<file path="config.mk">
export PLATFORM = sky130hd
export DESIGN_NAME = rwnh_div
export DESIGN_NICKNAME = d
export VERILOG_FILES = /design/src/rwnh_pkg.sv /design/src/rwnh_div.sv
export SDC_FILE = /design/constraint.sdc
export NUM_CORES = 1
export LEC_CHECK = 0
export BUFFER_PORTS_ARGS = -buffer_cell sky130_fd_sc_hd__buf_4
export CORE_UTILIZATION = 35
export CTS_CLUSTER_SIZE = 10
export DETAILED_ROUTE_END_ITERATION = 7
export PLACE_DENSITY_LB_ADDON = 0.08
export SYNTH_ARGS = -nofsm -noshare
export SYNTH_HDL_FRONTEND = slang
export SYNTH_SLANG_ARGS = --single-unit
</file>
<file path="constraint.sdc">
create_clock -name i_clk -period 3.6 [get_ports i_clk]
set_input_delay 1.08 -clock i_clk [delete_from_list [all_inputs] [get_ports i_clk]]
set_output_delay 1.08 -clock i_clk [all_outputs]
set_load 0.02 [all_outputs]
</file>
<file path="src/rwnh_pkg.sv">
// Shared types and constants for the ray and wall nearest-hit search.
`default_nettype none
package rwnh_pkg;

    localparam int COORD_W = 24;
    localparam int DIR_W   = 16;
    localparam int DIFF_W  = 25;
    localparam int PROD_W  = 50;
    localparam int DEN_W   = 42;
    localparam int TNUM_W  = 51;
    localparam int QUOT_W  = 24;
    localparam int FRAC_W  = 14;
    localparam int SAT_SH  = 10;
    localparam int CNT_W   = 5;
    localparam int CFG_W   = 7;

    localparam logic [QUOT_W-1:0] DIST_NONE = '1;

    localparam logic REQ_LOAD  = 1'b0;
    localparam logic REQ_QUERY = 1'b1;

    typedef struct packed {
        logic                      req_type;
        logic [5:0]                wall_index;
        logic signed [COORD_W-1:0] wall_x1;
        logic signed [COORD_W-1:0] wall_y1;
        logic signed [COORD_W-1:0] wall_x2;
        logic signed [COORD_W-1:0] wall_y2;
        logic signed [COORD_W-1:0] ray_x;
        logic signed [COORD_W-1:0] ray_y;
        logic signed [DIR_W-1:0]   dir_cos;
        logic signed [DIR_W-1:0]   dir_sin;
    } t_in_item;

    typedef struct packed {
        logic              hit;
        logic [QUOT_W-1:0] distance;
    } t_out_item;

    typedef struct packed {
        logic signed [COORD_W-1:0] x1;
        logic signed [COORD_W-1:0] y1;
        logic signed [COORD_W-1:0] x2;
        logic signed [COORD_W-1:0] y2;
    } t_wall;

    typedef struct packed {
        logic              start;
        logic [TNUM_W-1:0] num;
        logic [DEN_W-1:0]  den;
    } t_div_req;

    typedef struct packed {
        logic              done;
        logic [QUOT_W-1:0] quot;
    } t_div_rsp;

    typedef enum logic [2:0] {
        ST_IDLE,
        ST_READ,
        ST_DIFF,
        ST_MUL,
        ST_CHECK,
        ST_DIV,
        ST_DONE
    } t_state;

    typedef enum logic [2:0] {
        MS_DX_S,
        MS_DY_C,
        MS_OX_S,
        MS_OY_C,
        MS_DX_OY,
        MS_DY_OX,
        MS_LAST
    } t_mstep;

endpackage
`default_nettype wire

</file>
<file path="src/rwnh_div.sv">
// Restoring divider, one quotient bit a cycle, for the scaled hit distance.
`default_nettype none
module rwnh_div (
    input  wire logic              i_clk,
    input  wire logic              i_rst_n,
    input  wire rwnh_pkg::t_div_req i_req,
    output rwnh_pkg::t_div_rsp     o_rsp
);
    import rwnh_pkg::*;

    logic              r_busy;
    logic              r_done;
    logic [CNT_W-1:0]  r_cnt;
    logic [DEN_W-1:0]  r_rem;
    logic [DEN_W-1:0]  r_d;
    logic [QUOT_W-1:0] r_sh;
    logic [DEN_W:0]    trial;
    logic              qbit;
    logic [DEN_W-1:0]  rem_next;

    always_comb begin
        trial    = {r_rem, r_sh[QUOT_W-1]};
        qbit     = trial >= {1'b0, r_d};
        rem_next = qbit ? DEN_W'(trial - {1'b0, r_d}) : DEN_W'(trial);
    end

    always_ff @(posedge i_clk) begin
        if (!i_rst_n) begin
            r_busy <= 1'b0;
            r_done <= 1'b0;
        end else begin
            r_done <= r_busy && (r_cnt == '0);
            if (i_req.start) begin
                r_busy <= 1'b1;
            end else if (r_busy && (r_cnt == '0)) begin
                r_busy <= 1'b0;
            end
        end
        // The numerator is num * 2^14; its top bits seed the remainder, which
        // stays below the divisor because the caller rules out overflow.
        if (i_req.start) begin
            r_cnt <= CNT_W'(QUOT_W - 1);
            r_rem <= DEN_W'(i_req.num[TNUM_W-1:SAT_SH]);
            r_sh  <= {i_req.num[SAT_SH-1:0], {FRAC_W{1'b0}}};
            r_d   <= i_req.den;
        end else if (r_busy) begin
            r_cnt <= r_cnt - 1'b1;
            r_rem <= rem_next;
            r_sh  <= {r_sh[QUOT_W-2:0], qbit};
        end
    end

    assign o_rsp.done = r_done;
    assign o_rsp.quot = r_sh;
endmodule
`default_nettype wire

</file>
# After elaboration in Yosys (flattened, before gate mapping)
# Cells that the tools add are included.
# Widths: inputs -> output; s select.
[word_totals] ff_bits=115 latchBits=0 mem_bits_rw=0 rom_bits=0 in_bits=96 out_inout_bits=25 elab_cells=22 n_memories=0
[classes] addsub=2 multipliers=0 div=0 order_cmp=1 n_eq_ne=0 n_shift=0 muxes=7 bitwise=0 n_reduce_logical=4
[op_table] cell="$mux 41" n=2
[op_table] cell="$mux 24" n=2
[op_table] cell="$ge 43x42->1" n=1
[op_table] cell="$mux 42" n=1
[op_table] cell="$sub 42x42->42" n=1
[op_table] cell="$logic_not 5->1" n=1
[op_table] cell="$sub 5x1->5 const B" n=1
[op_table] cell="$reduce_bool 2->1" n=2
[op_table] cell="$mux 1" n=2
[op_table] cell="$logic_and 1x1->1" n=1

# Longest topological paths before layout
[depth] ltp_word=4 depth_mapped=14 mapped_depth_nobuf=12

# Worst setup path after synthesis
# No wires, ideal clock.
[synth_path] path_type="flip-flop to flip-flop" startpoint="register r_rem[5]" endpoint="register r_rem[19] (data pin)" setup_ps=261 arrival_ps=2705 t_required_ps=3339 setup_slack_ps=634 path_stages_with_launch=12 path_buffers=2 synth_period_minus_slack_ps=2966 path_cell_list="edfxtp_1 ha_1 clkbuf_1 a21o_1 a221o_1 a21oi_2 a2111oi_2 o311a_4 o31ai_4 buf_4 nor3_1 a221o_1"
[synth_between] elab_chain_cells=4 word_cells_on_any_way=5 classes_between="add/sub: 1; order compare: 1; mux: 3"
[synth_rtl] element="start: declaration" line="rwnh_div.sv:14" source="logic [DEN_W-1:0] r_rem;"
[synth_rtl] element="start signal: assignment" line="rwnh_div.sv:43" source="r_rem <= DEN_W'(i_req.num[TNUM_W-1:SAT_SH]);"
[synth_rtl] element="start signal: assignment" line="rwnh_div.sv:48" source="r_rem <= rem_next;"
[synth_rtl] element="$sub 42x42->42 / $ge 43x42->1 (equally long branches)" line="rwnh_div.sv:24, rwnh_div.sv:23"
[synth_rtl] element="$mux 42 (*)" line="rwnh_div.sv:24" source="rem_next = qbit ? DEN_W'(trial - {1'b0, r_d}) : DEN_W'(trial);"
[synth_rtl] element="$mux 41 (*)" line="rwnh_div.sv:46" source="end else if (r_busy) begin"
[synth_rtl] element="$mux 41 (*)" line="rwnh_div.sv:41" source="if (i_req.start) begin"
# Every way passes the cells marked *; elsewhere a longest branch is shown, timed or not. The select of a mux whose other input is x is not followed.
# A chain may end at the register's enable or synchronous reset.

# Final worst setup path
[layout_path] startpoint="register r_rem[3]" endpoint="register r_rem[15] (data pin)"
# The elaborated chain is that of the path after synthesis.

==> results.json <==
{
  "outcome": "finished, final reports clean",
  "worst_setup_path_end_kind": "flop",
  "clock_sinks": 115,
  "gp_congestion": 0.8743,
  "ys_ff_latch": 115,
  "netlist.top_cell.by_area": "edfxtp_1",
  "rsz0062_at_grt": "false",
  "drv_cap": 0,
  "postCtsHoldBufs": 0,
  "io_pins": 121,
  "final_cell_area_um2": 9029,
  "routedWlPerCell_um": 16.47,
  "fillers": 1970,
  "critical_path.max_fanout": 20,
  "syn_nets": 920,
  "slowest_delay_ps": 410,
  "clk_pin_slew_ps": 60,
  "cts_resized": 0,
  "slew_headroom": 0.5276,
  "power_density_nw_per_um2": 655.7,
  "yosysMostFrequentCell": "edfxtp_1",
  "synthArstFlopShare": 0,
  "holdWs_ps": 485.9,
  "tightest_slew_ps": 705.9,
  "regToRegEndpoint": "r_rem[15]",
  "multi_input_area_um2": 3638,
  "start_kind": "flop",
  "crit_buf_inv": 1,
  "cts-htree-levels": 4,
  "ant_nets": 0,
  "drive_above_1_share": 0.2038,
  "clk-insertion-delay-late_ps": 430,
  "synth_fa_ha_area_frac": 0.07615,
  "diodes": 0,
  "tns_ps": 0,
  "total_power_w": 0.005920,
  "dpl_cell_area_um2": 8467,
  "antenna_found_initial": 1,
  "syn_inst": 780,
  "synth_area_per_cell_um2": 9.395,
  "hp-start": "r_cnt[4]",
  "ir_worst_vdd_uv": 338.6,
  "yosysWarnings": 0,
  "synth_compound_area_frac": 0.2016,
  "cts_buffer_depth": 2,
  "num-nets-final": 1020,
  "cp.arrival_ps": 3420,
  "worstReg2RegStart": "r_rem[3]",
  "dp_hpwl_mm": 13.95,
  "gr-total-overflow": 0,
  "regArea_um2": 3233,
  "cellLeakagePower_nw": 3.863,
  "path_cells": "ha_1 -> a21o_1 -> a31o_2 -> o211ai_1 -> a2111oi_2 -> o311a_4 -> o31ai_4 -> buf_4 -> nor2_1 -> a211oi_1 -> a21oi_1",
  "finalHoldViolCount": 0,
  "drcViolationCount": 0,
  "core_um2": 20360,
  "yosysUniqueCellTypes": 64,
  "synth-edff-count": 93,
  "rows": 52,
  "dp_cells": 1131,
  "drv_slew": 0,
  "ff2ff_setup_slack_ps": 340,
  "yosys-top-cells-count": "edfxtp_1 (93), a21oi_1 (75), nand2_1 (74)",
  "synth_top_area_frac": 0.3811,
  "synthTopCellsByArea": "edfxtp_1 (38%), ha_1 (7.3%), dfxtp_1 (6.0%)",
  "firstDrtPassIters": 5,
  "finalSetupViolations": 0,
  "dieArea_um2": 21520,
  "area_growth_pct": 23.20,
  "ys.flop_type": "edfxtp_1",
  "min_period_ps": 3261,
  "io_buffers": 120,
  "fp.dieH_um": 146.7,
  "grtUsageTotal": 0.1830,
  "whs_endpoint": "r_done",
  "initial_core_util": 0.3599,
  "wl_mm": 19.16,
  "timing.final.crit_share": 0.9059,
  "synth_xor_area_frac": 0.04542,
  "synthMuxAreaShare": 0.03159,
  "cts_tree": "done",
  "fmax_mhz": 306.6,
  "grt_max_degree": 95,
  "synth_top_family_by_area": "compound AO/OA/AOI/OAI gates",
  "hold_depth": 1,
  "post-cts-setup-buffers": 0,
  "path_depth": 11,
  "drt-initial-drc-count": 360,
  "grt_pass1_wl_mm": 31.11,
  "hold_path_class": "flop to flop",
  "numCtsBuffers": 17,
  "synth.cell_area_um2": 7328,
  "fin_skew_ps": 12.11,
  "vias": 6087,
  "dieWidth_um": 146.7,
  "worst_ep_required_time_ps": 3760,
  "path_delay_family": "compound AO/OA/AOI/OAI gates",
  "fin_cells": 1163,
  "synthSimpleGateAreaFrac": 0.1417,
  "grt_pass1_vias": 6137,
  "seq_area_frac_synth": 0.4412,
  "crit_slowest_cell": "ha_1",
  "rr_worst_depth": 11,
  "vias_per_cell": 5.234,
  "critPathKind": "flop to flop",
  "ctsRootBufferMaster": "clkbuf_16"
}
==> per-stage QoR <==
step / setup WS [ps] / utilization
2_1_floorplan: 634.2 / -
3_3_place_gp: 409.2 / 0.4158
3_5_place_dp: 345.6 / 0.4158
4_1_cts: 332.0 / 0.4434
5_1_grt: 54.38 / 0.4434
6_report: 338.7 / 0.4434
==> logic make-up (layout without fill, tap and decap cells) <==
group,Yosys count,after routing
compound gates,230,230
simple gates,217,217
flops,115,115
buf+inv,113,226
fa+ha+maj,44,44
xor+xnor,38,38
mux,23,23
==> routing by layer <==
layer | vias up | wire length [µm] | GRT usage
met5 | - | 13 | 0
li1 | 3021 | - | -
met4 | 2 | 291 | 0.05833
met2 | 144 | 8823 | 0.2948
met3 | 30 | 1027 | 0.05217
met1 | 2890 | 8999 | 0.2361
==> flip-flops by register name, indices dropped and copies added (netlist names) <==
signal / count
r_done: 1
r_sh: 24
r_rem: 42
r_busy: 1
r_d: 42
r_cnt: 5
==> power by group <==
part / switching (W) / leakage, nW / internal (W)
logic: 0.00147 / 2.47 / 0.00103
registers: 0.000105 / 1.11 / 0.00169
clock network: 0.000668 / 0.282 / 0.000949
==> placed cells by master, fill, tap and decap left out, drive strengths merged, types with 3 or more instances in the layout <==
| cell | netlist | layout |
|---|---|---|
| a31oi | 6 | 6 |
| or2 | 6 | 6 |
| nor4 | 3 | 3 |
| nand4 | 16 | 16 |
| a221o | 3 | 3 |
| and3 | 9 | 9 |
| o21ai | 56 | 56 |
| o221ai | 4 | 4 |
| a21o | 19 | 19 |
| a22o | 9 | 9 |
| xnor2 | 17 | 17 |
| o22ai | 3 | 3 |
| o211ai | 4 | 4 |
| o21bai | 7 | 7 |
| nor3 | 19 | 19 |
| o31ai | 5 | 5 |
| mux2i | 22 | 22 |
| nor3b | 7 | 7 |
| dfxtp | 22 | 22 |
| a211oi | 8 | 8 |
| a21oi | 76 | 76 |
| clkbuf | 37 | 20 |
| o21a | 4 | 4 |
| nand2 | 74 | 74 |
| clkinv | 0 | 6 |
| ha | 43 | 43 |
| a21boi | 5 | 5 |
| edfxtp | 93 | 93 |
| nor2b | 5 | 5 |
| nor2 | 52 | 52 |
| nand2b | 10 | 10 |
| inv | 63 | 69 |
| buf | 13 | 131 |
| nand3 | 13 | 13 |
| a311oi | 3 | 3 |
| xor2 | 21 | 21 |
==> layout make-up <==
type                    instances  area share
multi-input cells             552      0.4030
flip-flops and latches        115      0.3581
repair buffers                131      0.1131
clock buffers                  20     0.05183
well taps                     270     0.03742
inverters                      63     0.02619
clock inverters                12     0.01039
==> how the worst max path moves through the flow <==
stage | from | slack (ps) | end
2_1_floorplan | r_rem[5] | 630 | r_rem[19]
3_3_place_gp | r_rem[20] | 410 | r_rem[24]
3_5_place_dp | r_rem[6] | 350 | r_rem[15]
4_1_cts | r_rem[3] | 330 | r_rem[15]
5_1_grt | r_rem[11] | 50 | r_rem[15]
6_report | r_rem[3] | 340 | r_rem[15]
Note: power is estimated with default switching activity, not from simulation.
